<file path="config.mk">
export PLATFORM = sky130hd
export DESIGN_NAME = lpht_ctrl
export DESIGN_NICKNAME = d
export VERILOG_FILES = /design/src/lpht_pkg.sv /design/src/lpht_ctrl.sv
export VERILOG_INCLUDE_DIRS = /design/src /design/src/src
export SDC_FILE = /design/constraint.sdc
export NUM_CORES = 1
export LEC_CHECK = 0
export ABC_AREA = 0
export BUFFER_PORTS_ARGS = -buffer_cell sky130_fd_sc_hd__buf_2
export CORE_AREA = 2 2 39 41
export CTS_BUF_LIST = sky130_fd_sc_hd__clkbuf_2 sky130_fd_sc_hd__clkbuf_4 sky130_fd_sc_hd__clkbuf_8
export DETAILED_ROUTE_END_ITERATION = 7
export DIE_AREA = 0 0 41 43
export PLACE_DENSITY = 0.45
export SLEW_MARGIN = 20
export SYNTH_ARGS = -nofsm -noshare
export SYNTH_HDL_FRONTEND = slang
export SYNTH_SLANG_ARGS = --single-unit
</file>
<file path="constraint.sdc">
create_clock -name i_clk -period 3 [get_ports i_clk]
set_input_delay 0.6 -clock i_clk [delete_from_list [all_inputs] [get_ports i_clk]]
set_output_delay 0.6 -clock i_clk [all_outputs]
set_load 0.05 [all_outputs]
</file>
<file path="src/linear_probe_hash_table_defines.svh">
// assertion macros used by the hash table controller
`ifndef LINEAR_PROBE_HASH_TABLE_DEFINES_SVH
`define LINEAR_PROBE_HASH_TABLE_DEFINES_SVH

// same-cycle implication, checked on every rising edge out of reset
`define LPHT_ASSERT_IMP(lbl, ante, cons, msg) \
    lbl: assert property (@(posedge i_clk) disable iff (!i_rst_n) (ante) |-> (cons)) \
        else $error(msg);

// next-cycle implication, checked on every rising edge out of reset
`define LPHT_ASSERT_NXT(lbl, ante, cons, msg) \
    lbl: assert property (@(posedge i_clk) disable iff (!i_rst_n) (ante) |=> (cons)) \
        else $error(msg);

`endif

</file>
<file path="src/lpht_pkg.sv">
// types, constants and hash functions of the linear probe hash table
package lpht_pkg;

    // table geometry, slot count is a power of two so the index wraps by itself
    localparam int SLOT_W     = 10;
    localparam int SLOTS      = 1 << SLOT_W;
    localparam int KEY_BYTES  = 8;

    localparam int KEY_W      = 64;
    localparam int LEN_W      = 4;
    localparam int VAL_W      = 64;
    localparam int SLOT_OUT_W = 10;
    localparam int ACT_W      = 2;
    localparam int STS_W      = 2;
    localparam int ENTRY_W    = VAL_W + LEN_W + KEY_W;

    // hash shape
    localparam int HASH_W     = 32;
    localparam int HASH_SHL   = 4;
    localparam int HASH_SHR   = 28;
    localparam int FOLD_A     = 10;
    localparam int FOLD_B     = 20;

    // stream packing
    localparam int IN_DATA_W  = 136;
    localparam int OUT_DATA_W = 80;

    // actions
    localparam logic [ACT_W-1:0] ACT_INSERT = 2'd0;
    localparam logic [ACT_W-1:0] ACT_UPDATE = 2'd1;
    localparam logic [ACT_W-1:0] ACT_FIND   = 2'd2;

    // result status codes
    localparam logic [STS_W-1:0] STS_OK       = 2'd0;
    localparam logic [STS_W-1:0] STS_DUP      = 2'd1;
    localparam logic [STS_W-1:0] STS_NOTFOUND = 2'd2;
    localparam logic [STS_W-1:0] STS_FULL     = 2'd3;

    // controller to datapath commands
    typedef struct packed {
        logic clr_en;
        logic load_req;
        logic load_home;
        logic probe_next;
        logic finish;
    } t_cmd;

    // datapath to controller status
    typedef struct packed {
        logic clr_done;
        logic hit;
        logic empty;
        logic exhausted;
        logic out_free;
    } t_sts;

    // clamp the key length to the supported byte count
    function automatic logic [LEN_W-1:0] f_clamp_len(input logic [LEN_W-1:0] len);
        logic [LEN_W-1:0] r;
        r = (len > LEN_W'(KEY_BYTES)) ? LEN_W'(KEY_BYTES) : len;
        return r;
    endfunction

    // zero the bytes at and above the key length
    function automatic logic [KEY_W-1:0] f_mask_key(input logic [KEY_W-1:0] key,
                                                     input logic [LEN_W-1:0] len);
        logic [KEY_W-1:0] r;
        r = key;
        for (int b = 0; b < KEY_W / 8; b++) begin
            if (LEN_W'(b) >= len) begin
                r[8*b +: 8] = 8'd0;
            end
        end
        return r;
    endfunction

    // rotate hash over the in-use bytes, folded and cut down to a slot index
    function automatic logic [SLOT_W-1:0] f_home_slot(input logic [KEY_W-1:0] key,
                                                       input logic [LEN_W-1:0] len);
        logic [HASH_W-1:0] h;
        h = HASH_W'(len);
        for (int i = 0; i < KEY_BYTES; i++) begin
            if (LEN_W'(i) < len) begin
                h = (h << HASH_SHL) ^ (h >> HASH_SHR) ^ HASH_W'(key[8*i +: 8]);
            end
        end
        h = h ^ (h >> FOLD_A) ^ (h >> FOLD_B);
        return h[SLOT_W-1:0];
    endfunction

endpackage

</file>
<file path="src/lpht_ctrl.sv">
// controller of the hash table: clear sweep, hash, probe loop and result hand-off
`include "linear_probe_hash_table_defines.svh"

module lpht_ctrl
    import lpht_pkg::*;
(
    input  logic i_clk,
    input  logic i_rst_n,
    input  logic i_req_valid,
    output logic o_req_ready,
    input  t_sts i_sts,
    output t_cmd o_cmd
);

    typedef enum logic [2:0] {
        S_CLEAR,
        S_IDLE,
        S_HASH,
        S_READ,
        S_CHECK
    } t_state;

    t_state r_state;
    t_state n_state;
    logic   done;

    assign done = i_sts.empty || i_sts.hit || i_sts.exhausted;

    always_comb begin
        n_state = r_state;
        o_cmd   = '0;
        unique case (r_state)
            S_CLEAR: begin
                o_cmd.clr_en = 1'b1;
                if (i_sts.clr_done) begin
                    n_state = S_IDLE;
                end
            end
            S_IDLE: begin
                if (i_req_valid) begin
                    o_cmd.load_req = 1'b1;
                    n_state        = S_HASH;
                end
            end
            S_HASH: begin
                o_cmd.load_home = 1'b1;
                n_state         = S_READ;
            end
            S_READ: begin
                n_state = S_CHECK;
            end
            S_CHECK: begin
                if (!done) begin
                    o_cmd.probe_next = 1'b1;
                    n_state          = S_READ;
                end else if (i_sts.out_free) begin
                    o_cmd.finish = 1'b1;
                    n_state      = S_IDLE;
                end
            end
            default: begin
                n_state = S_IDLE;
            end
        endcase
    end

    always_ff @(posedge i_clk) begin
        if (!i_rst_n) begin
            r_state <= S_CLEAR;
        end else begin
            r_state <= n_state;
        end
    end

    assign o_req_ready = (r_state == S_IDLE);

    `LPHT_ASSERT_IMP(a_finish_free, o_cmd.finish, i_sts.out_free && done, "finish while result busy")
    `LPHT_ASSERT_IMP(a_step_open, o_cmd.probe_next, !i_sts.hit && !i_sts.empty, "probe past end")
    `LPHT_ASSERT_NXT(a_accept_hash, o_cmd.load_req, r_state == S_HASH, "accept without hash")
    `LPHT_ASSERT_IMP(a_clear_quiet, o_cmd.clr_en, !o_cmd.finish && !o_req_ready, "work in clear")

endmodule

</file>
# == Word level (Yosys, flattened, before mapping) ==
# Index checks and enable logic that the tools add are counted.
# totals
reg_bits,3
wordCells,25
input_bits,8
# op_classes
n_reduce_logical,4
eq_ne,7
muxes,13
# op_table
operator,count
3-bit case mux with 5 select lines,1
3-bit two-way mux,4
1-bit two-way mux,7
3-bit by 2-bit == test with 1-bit output (second input constant),2
2-bit inequality test (second input constant),2
3-bit by 1-bit == test with 1-bit output (second input constant),1
3-bit == test (second input constant),1
3-bit zero test,1
3-bit inequality test (second input constant),1
3-bit AND reduction,1
1-bit logical OR,2
2-bit two-way mux,1

# == Longest topological paths before layout ==
# Gate-level depths: netlist of the first run.
# depth
word_depth,4
mapped_depth,4
mapped_depth_nobuf,3

# == Worst setup path before layout of the first run ==
# No wires, ideal clock.
# synth_path
path_type,register to output
startpoint,register r_state[2]
endpoint,output o_cmd[3] in the netlist's numbering
t_required_ps,2400
arrival_time_ps,1671
n_path_buf,1
setup_slack_ps,729
path_stages_with_launch,4
path_cell_list,dfxtp_1 > buf_4 > nor3b_2 > and2_1
# synth_rtl
element,line_no,source
"start, declared",lpht_ctrl.sv:23,t_state r_state;
"start signal, assigned",lpht_ctrl.sv:71,r_state <= n_state;
"end, declared",lpht_ctrl.sv:12,output t_cmd o_cmd

==> reports/metrics.yaml, run 1 <==
run_status:
  outcome: "complete, no violations"
placement:
  portBuffers: 13
  gp_routability_congestion: 0.615
  place_ws_ns: 0.948
  placed_area_um2: 308
synthesis:
  synth_top_flop_cell: "dfxtp_1"
  synthCells: 25
  yosysTopAreaCell: "dfxtp_1"
  yosys-top-cells-count: "dfxtp_1, buf_6, nor2_1, nor3_1"
  async_reset_ff_share_pct: 0
  ys_types: 20
  synthTopCellsByArea: "dfxtp_1, buf_6, o31ai_4"
  mappedNetlistNets: 33
  synth_top_cell_area_share_pct: 23.8
  avgSynthCellArea_um2: 10.1
  synth-edff-count: 0
  yosysWarningCount: 0
  synth_area_um2: 253
  ys_ff_latch: 3
  synth-seq-area-share_pct: 23.8
  synth.most_common_cell: "dfxtp_1"
power:
  switchingPower_mw: 0.0617
  share_comb_of_total_power_pct: 29.5
  power_leakage_nw: 0.173
  switching_share_pct: 33.4
  peakVddDrop_uv: 152
  seq_power_share_pct: 27.5
  p_int_mw: 0.123
  clkPwrFrac_pct: 43.0
  p_per_area_nw_per_um2: 547
routing:
  drt_iter0_drc: 2
  first_pass_iters: 2
  viasPerCell: 4.45
  wl_um: 515
  antenna_left: 0
  wl_per_cell_um: 9.36
  drc: 0
  num_vias: 245
clocking:
  cts-resized-gates: 0
  root_buffer: "clkbuf_4"
  cts.sinks: 3
  clock_path_buffers: 2
  path_clk_slew_ns: 0.04
  cts_tree: "built"
  post-cts-setup-buffer-count: 0
  cts_buffers: 3
  insertion_delay_ns: 0.23
  h-tree-depth: 1
  ctsHoldBuffers: 0
job:
  cap_viol_max_count: 0
setup_path:
  critPathLaunch: "i_sts[3]"
  r2r_end: "r_state[1]"
  path_common_cell: "buf_2"
  r2r_slack_ns: 1.70
  crit_fanout: 3
  cp-end-kind: "primary output"
  critical_path_required_ns: 2.40
  r2r_start: "r_state[0]"
  path_buf_inv: 2
  cp-start-kind: "primary input"
  max_stage_delay_ns: 0.27
  worstPathArrival_ns: 1.44
  worst-path-stages: 4
  path_cells: "buf_2 -> nor3_1 -> and3_1 -> buf_2"
  cp_top_family: "simple AND/OR/NAND/NOR gates"
  cp_slowest_cell: "buf_2"
  crit_type: "in -> out"
  crit_path_end: "o_cmd[1]"
  r2r_cells: 3
timing:
  fin_ws_ns: 0.957
  maxSlewViolCount: 0
  max_freq_mhz: 490
  finalSetupViolCount: 0
  final.setup.tns_ns: 0
  hold_ws_ns: 0.620
  slew_headroom_pct: 75.2
  rsz0062_at_grt: "false"
  period_share_pct: 68.1
  period_needed_ns: 2.04
  final_hold_viol_count: 0
  skew_ns: 0.000516
  worst_slew_pin_slew_ns: 0.371
finish:
  antennaDiodeCount: 0
  drive_above_1_share_pct: 51.3
  max_flop_register: "r_state"
  largest_reg_flops: 3
  reg_top3: "r_state (3)"
  nets: 48
  fin_area_um2: 338
  fillCellCount: 152
  syn_to_final_growth_pct: 33.7
global_routing:
  grt_pass1_vias: 201
  grt_max_degree: 11
  track_usage_pct: 7.72
  grt-ovfl-total: 0
  antenna_found_initial: 0
  grt_pass1_wl_um: 841
die:
  die-area_um2: 1760
  coreArea_um2: 1380
  die_h_um: 43
  initial_utilization_pct: 18.3
  row_count: 14
  die_w_um: 41
  ios: 14
min_path:
  min_path_type: "reg -> reg"
## power groups by stage
stage / logic (mW) / clock network [mW] / registers [mW]
final: 0.0545 / 0.0795 / 0.0508
after detailed placement: 0.0550 / 0 / 0.0516
after global placement: 0.0554 / 0 / 0.0516
after global routing: 0.0579 / 0.0901 / 0.0522
after floorplan: 0.0538 / 0 / 0.0446
after CTS: 0.0552 / 0.0848 / 0.0508
## worst min-delay path: cells and delay by family, from the launching register on
family             cells  cell delay [ns]
and+or+nand+nor        1             0.13
AOI/OAI and AO/OA      1             0.06
DFF                    1             0.39
## cell type report
class	instances	area [µm²]	area share, %
Clock buffer	4	30.0	8.89
Timing Repair Buffer	13	65.1	19.3
Multi-Input combinational cell	19	163	48.1
Sequential cell	3	60.1	17.8
Tap cell	16	20.0	5.93
## cell usage in the layout, fill, tap and decap left out, drive strengths merged
master	count
mux2	1
buf	13
o211a	1
o21ba	1
and3	1
nand4bb	1
a21oi	1
and4b	1
o31ai	1
xnor2	1
o21ai	1
o31a	1
nor2	2
nor3	2
dfxtp	3
nand3b	1
clkbuf	4
and2	1
nor3b	2
## metal layers
| layer | wire (µm) | up-vias | global-route usage (%) |
|---|---|---|---|
| met5 | 0 | - | 0 |
| met1 | 241 | 112 | 8.65 |
| met3 | 46 | 2 | 6.28 |
| met2 | 217 | 11 | 9.06 |
| met4 | 9 | 0 | 6.00 |
| li1 | - | 120 | - |
## how the worst min path moves through the flow
stage          startpoint  depth (start not counted)         end
6_report       r_state[0]                          2  r_state[2]
4_1_cts           i_rst_n                          3  r_state[2]
2_1_floorplan  r_state[0]                          3  r_state[2]
3_5_place_dp   r_state[0]                          2  r_state[2]
5_1_grt           i_rst_n                          3  r_state[2]
3_3_place_gp   r_state[0]                          2  r_state[2]
## through the flow
| step | power (mW) | utilization [%] | cells |
|---|---|---|---|
| final | 0.185 | 24.4 | 55 |
| after global routing | 0.200 | 24.4 | 55 |
| after CTS | 0.191 | 24.4 | 55 |
| after detailed placement | 0.107 | 22.2 | 51 |
| after global placement | 0.107 | 22.2 | 51 |
| after floorplan | 0.0984 | - | 25 |
## kinds of logic after synthesis
kind of cell,after synthesis,share of synthesized area (%)
flops,3,23.8
simple gates,11,31.2
xor+xnor,1,3.47
buf+inv,3,11.9
mux,1,5.94
compound gates,6,23.8
Note: power is estimated with default switching activity, not from simulation.
==> inputs of run 2 (changes only) <==
- ABC_AREA: 0 -> 1
- PLACE_DENSITY: 0.45 -> 0.43
- clock period: 3 -> 1.9 ns (I/O delays scaled with it)
==> reports/metrics.yaml, run 2 <==
routing:
  first_pass_iters: 4
  antenna_left: 0
  viasPerCell: 3.83
  drt_iter0_drc: 2
  wl_per_cell_um: 7.12
  drc: 0
  wl_um: 534
  num_vias: 287
power:
  p_total_mw: 0.309
  share_comb_of_total_power_pct: 35.7
  peakVddDrop_uv: 263
  p_int_mw: 0.192
  switching_share_pct: 37.9
  power_leakage_nw: 0.215
  seq_power_share_pct: 23.9
  p_per_area_nw_per_um2: 866
  clkPwrFrac_pct: 40.5
  switchingPower_mw: 0.117
run_status:
  outcome: "complete, no violations"
die:
  initial_utilization_pct: 17.0
  coreArea_um2: 1380
  row_count: 14
  die-area_um2: 1760
  die_w_um: 41
  die_h_um: 43
  ios: 14
global_routing:
  antenna_found_initial: 0
  grt_pass1_vias: 289
  grt_max_degree: 5
  grt_pass1_wl_um: 938
  grt-ovfl-total: 0
  track_usage_pct: 7.92
setup_path:
  crit_type: "reg -> out"
  crit_fanout: 4
  critPathLaunch: "r_state[2]"
  r2r_end: "r_state[1]"
  r2r_cells: 7
  critical_path_required_ns: 1.52
  worstPathArrival_ns: 1.24
  cp-start-kind: "flop"
  cp-end-kind: "primary output"
  r2r_slack_ns: 0.94
  crit_path_end: "o_cmd[0]"
  r2r_start: "r_state[0]"
clocking:
  root_buffer: "clkbuf_4"
  path_clk_slew_ns: 0.04
  cts_buffers: 3
  clock_path_buffers: 2
  h-tree-depth: 1
  cts_tree: "built"
  cts-resized-gates: 0
  post-cts-setup-buffer-count: 0
  insertion_delay_ns: 0.23
  ctsHoldBuffers: 0
  cts.sinks: 3
synthesis:
  synthCells: 42
  ys_types: 11
  ys_ff_latch: 3
  synth_top_flop_cell: "dfxtp_1"
  synth-seq-area-share_pct: 25.5
  synth_top_cell_area_share_pct: 25.5
  synth_area_um2: 235
  yosysWarningCount: 0
  mappedNetlistNets: 50
  yosys-top-cells-count: "inv_1, nand2_1, nand3_1, nor2_1"
  synthTopCellsByArea: "dfxtp_1, nand3_1, inv_1"
  async_reset_ff_share_pct: 0
  yosysTopAreaCell: "dfxtp_1"
  avgSynthCellArea_um2: 5.60
  synth-edff-count: 0
timing:
  max_freq_mhz: 617
  maxSlewViolCount: 0
  period_needed_ns: 1.62
  period_share_pct: 85.3
  slew_headroom_pct: 83.5
  finalSetupViolCount: 0
  final_hold_viol_count: 0
  worst_slew_pin_slew_ns: 0.250
  rsz0062_at_grt: "false"
  skew_ns: 0.00157
  final.setup.tns_ns: 0
  hold_ws_ns: 0.406
finish:
  antennaDiodeCount: 0
  largest_reg_flops: 3
  nets: 68
  fillCellCount: 174
  layout_commonest_cell: "buf_2"
  fin_area_um2: 357
  max_flop_register: "r_state"
  final_cell_mix: "buf_2, inv_1, nand2_1"
  reg_top3: "r_state (3)"
  syn_to_final_growth_pct: 51.6
  drive_above_1_share_pct: 45.8
job:
  cap_viol_max_count: 0
min_path:
  min_path_type: "in -> reg"
placement:
  portBuffers: 13
  placed_area_um2: 327
  dp_hpwl_um: 480
  gp_routability_congestion: 0.785
## run 2: worst max-delay path: stages, from the launching register on
cell,delay (ns)
dfxtp_1,0.38
inv_2,0.08
nor4_2,0.25
buf_2,0.30
## run 2: cell type report
class	instances	area [µm²]	area share (%)
Multi-Input combinational cell	28	140	39.3
Timing Repair Buffer	13	65.1	18.2
Sequential cell	3	60.1	16.8
Inverter	11	41.3	11.6
Clock buffer	4	30.0	8.42
Tap cell	16	20.0	5.61
## run 2: cell families after synthesis
family | count (synthesis) | synth area share [%]
buffers and inverters | 11 | 17.6
and+or+nand+nor | 26 | 52.7
AOI/OAI and AO/OA | 2 | 4.26
DFF | 3 | 25.5
## run 2: power by group through the flow
stage               sequential [mW]  clock (mW)  combinational (mW)
global placement             0.0749           0               0.112
CTS                          0.0737       0.133               0.112
floorplan                    0.0738           0              0.0866
global route                 0.0744       0.136               0.120
detailed placement           0.0747           0               0.112
finish                       0.0737       0.125               0.110
## run 2: layer usage
| layer | routed length, µm | GRT usage, % |
|---|---|---|
| met1 | 224 | 7.35 |
| met2 | 275 | 12.5 |
| met3 | 33 | 2.09 |
| met4 | 0 | 8.00 |
| met5 | 0 | 0 |
## run 2: worst min-delay path by stage
stage               start          to  cells after the start
2_1_floorplan  r_state[1]  r_state[2]                      2
3_3_place_gp   r_state[1]  r_state[2]                      2
3_5_place_dp   r_state[1]  r_state[2]                      2
4_1_cts           i_rst_n  r_state[1]                      3
5_1_grt           i_rst_n  r_state[1]                      3
6_report          i_rst_n  r_state[1]                      3
## run 2: stage by stage
stage | util [%] | std cells | setup WS [ns]
after floorplan | - | 42 | 0.100
final | 25.8 | 75 | 0.279
after global routing | 25.8 | 75 | 0.206
after CTS | 25.8 | 75 | 0.256
after detailed placement | 23.6 | 71 | 0.336
after global placement | 23.6 | 71 | 0.340
==> inputs of run 3 (changes only) <==
- ABC_AREA: 1 -> not set
- PLACE_DENSITY: 0.43 -> 0.45
==> reports/metrics.yaml, run 3 (same netlist as run 1, synthesis figures left out) <==
run_status:
  outcome: "complete, no violations"
clocking:
  h-tree-depth: 1
  ctsHoldBuffers: 0
  path_clk_slew_ns: 0.04
  clock_path_buffers: 2
  insertion_delay_ns: 0.23
  post-cts-setup-buffer-count: 0
  cts_buffers: 3
  cts_tree: "built"
  cts.sinks: 3
  root_buffer: "clkbuf_4"
  cts-resized-gates: 0
timing:
  final_hold_viol_count: 0
  worst_slew_pin_slew_ns: 0.452
  period_share_pct: 91.3
  slew_headroom_pct: 69.8
  finalSetupViolCount: 0
  maxSlewViolCount: 0
  hold_ws_ns: 0.408
  rsz0062_at_grt: "false"
  period_needed_ns: 1.74
  final.setup.tns_ns: 0
  max_freq_mhz: 576
  skew_ns: 0.00207
  fin_ws_ns: 0.164
setup_path:
  r2r_cells: 4
  r2r_slack_ns: 0.53
  cp-end-kind: "primary output"
  critPathLaunch: "r_state[1]"
  max_stage_delay_ns: 0.57
  cp-start-kind: "flop"
  r2r_end: "r_state[1]"
  critical_path_required_ns: 1.52
  r2r_start: "r_state[0]"
  crit_fanout: 9
  cp_slowest_cell: "dfxtp_1"
  path_cells: "nor2_1 -> and3_1 -> buf_2"
  crit_path_end: "o_cmd[1]"
  worstPathArrival_ns: 1.36
  crit_type: "reg -> out"
finish:
  antennaDiodeCount: 0
  fin_area_um2: 362
  largest_reg_flops: 3
  final_cell_mix: "buf_2, clkbuf_4, dfxtp_1"
  syn_to_final_growth_pct: 43.1
  max_flop_register: "r_state"
  reg_top3: "r_state (3)"
  drive_above_1_share_pct: 57.5
  finalNonFillerCells: 56
  fillCellCount: 154
  nets: 49
  layout_commonest_cell: "buf_2"
die:
  die_h_um: 43
  die_w_um: 41
  coreArea_um2: 1380
  initial_utilization_pct: 18.3
  ios: 14
  row_count: 14
  die-area_um2: 1760
routing:
  antenna_left: 0
  drt_iter0_drc: 1
  wl_um: 504
  viasPerCell: 4.11
  drc: 0
  num_vias: 230
  first_pass_iters: 2
  wl_per_cell_um: 9.00
global_routing:
  track_usage_pct: 6.52
  grt_pass1_wl_um: 765
  grt-ovfl-total: 0
  grt_pass1_vias: 192
  grt_max_degree: 11
  antenna_found_initial: 0
power:
  peakVddDrop_uv: 172
  p_per_area_nw_per_um2: 827
  power_leakage_nw: 0.183
placement:
  dp_hpwl_um: 412
  dp_cells: 52
  portBuffers: 13
  placed_area_um2: 332
  gp_routability_congestion: 0.664
  place_ws_ns: 0.306
job:
  cap_viol_max_count: 0
min_path:
  min_path_type: "in -> reg"
## run 3: power breakdown
group	switching, mW	internal (mW)	total (mW)	leakage, nW
registers	0.0112	0.0680	0.0792	0.0246
clock network	0.0310	0.0928	0.124	0.0184
logic	0.0563	0.0396	0.0959	0.140
## run 3: area by class of cell
| class | count | area (µm²) | area share [%] |
|---|---|---|---|
| Multi-Input combinational cell | 19 | 179 | 49.5 |
| Sequential cell | 3 | 60.1 | 16.6 |
| Clock buffer | 4 | 30.0 | 8.30 |
| Timing Repair Buffer | 14 | 72.6 | 20.1 |
| Tap cell | 16 | 20.0 | 5.54 |
## run 3: critical path: cells and delay by family, from the launching register on
family	cells	cell delay, ns
buffers and inverters	1	0.21
flip-flops	1	0.57
AND/OR/NAND/NOR	2	0.35
## run 3: how the worst min path moves through the flow
stage	end	cells after the start	startpoint	slack, ns
floorplan	r_state[2]	2	i_rst_n	0.49
global placement	r_state[2]	2	r_state[0]	0.57
detailed placement	r_state[2]	2	r_state[0]	0.56
CTS	r_state[2]	3	i_rst_n	0.40
global route	r_state[2]	3	i_rst_n	0.42
finish	r_state[2]	3	i_rst_n	0.41
## run 3: stage by stage
step           power, mW  utilization [%]
2_1_floorplan      0.161                -
3_3_place_gp       0.178             24.0
3_5_place_dp       0.177             24.0
4_1_cts            0.306             26.1
5_1_grt            0.314             26.1
6_report           0.299             26.1
## run 3: layer usage
metal	global-route usage, %	wire length (µm)
met1	9.29	224
met2	7.50	256
met3	1.57	23
met4	6.00	0
met5	0	0
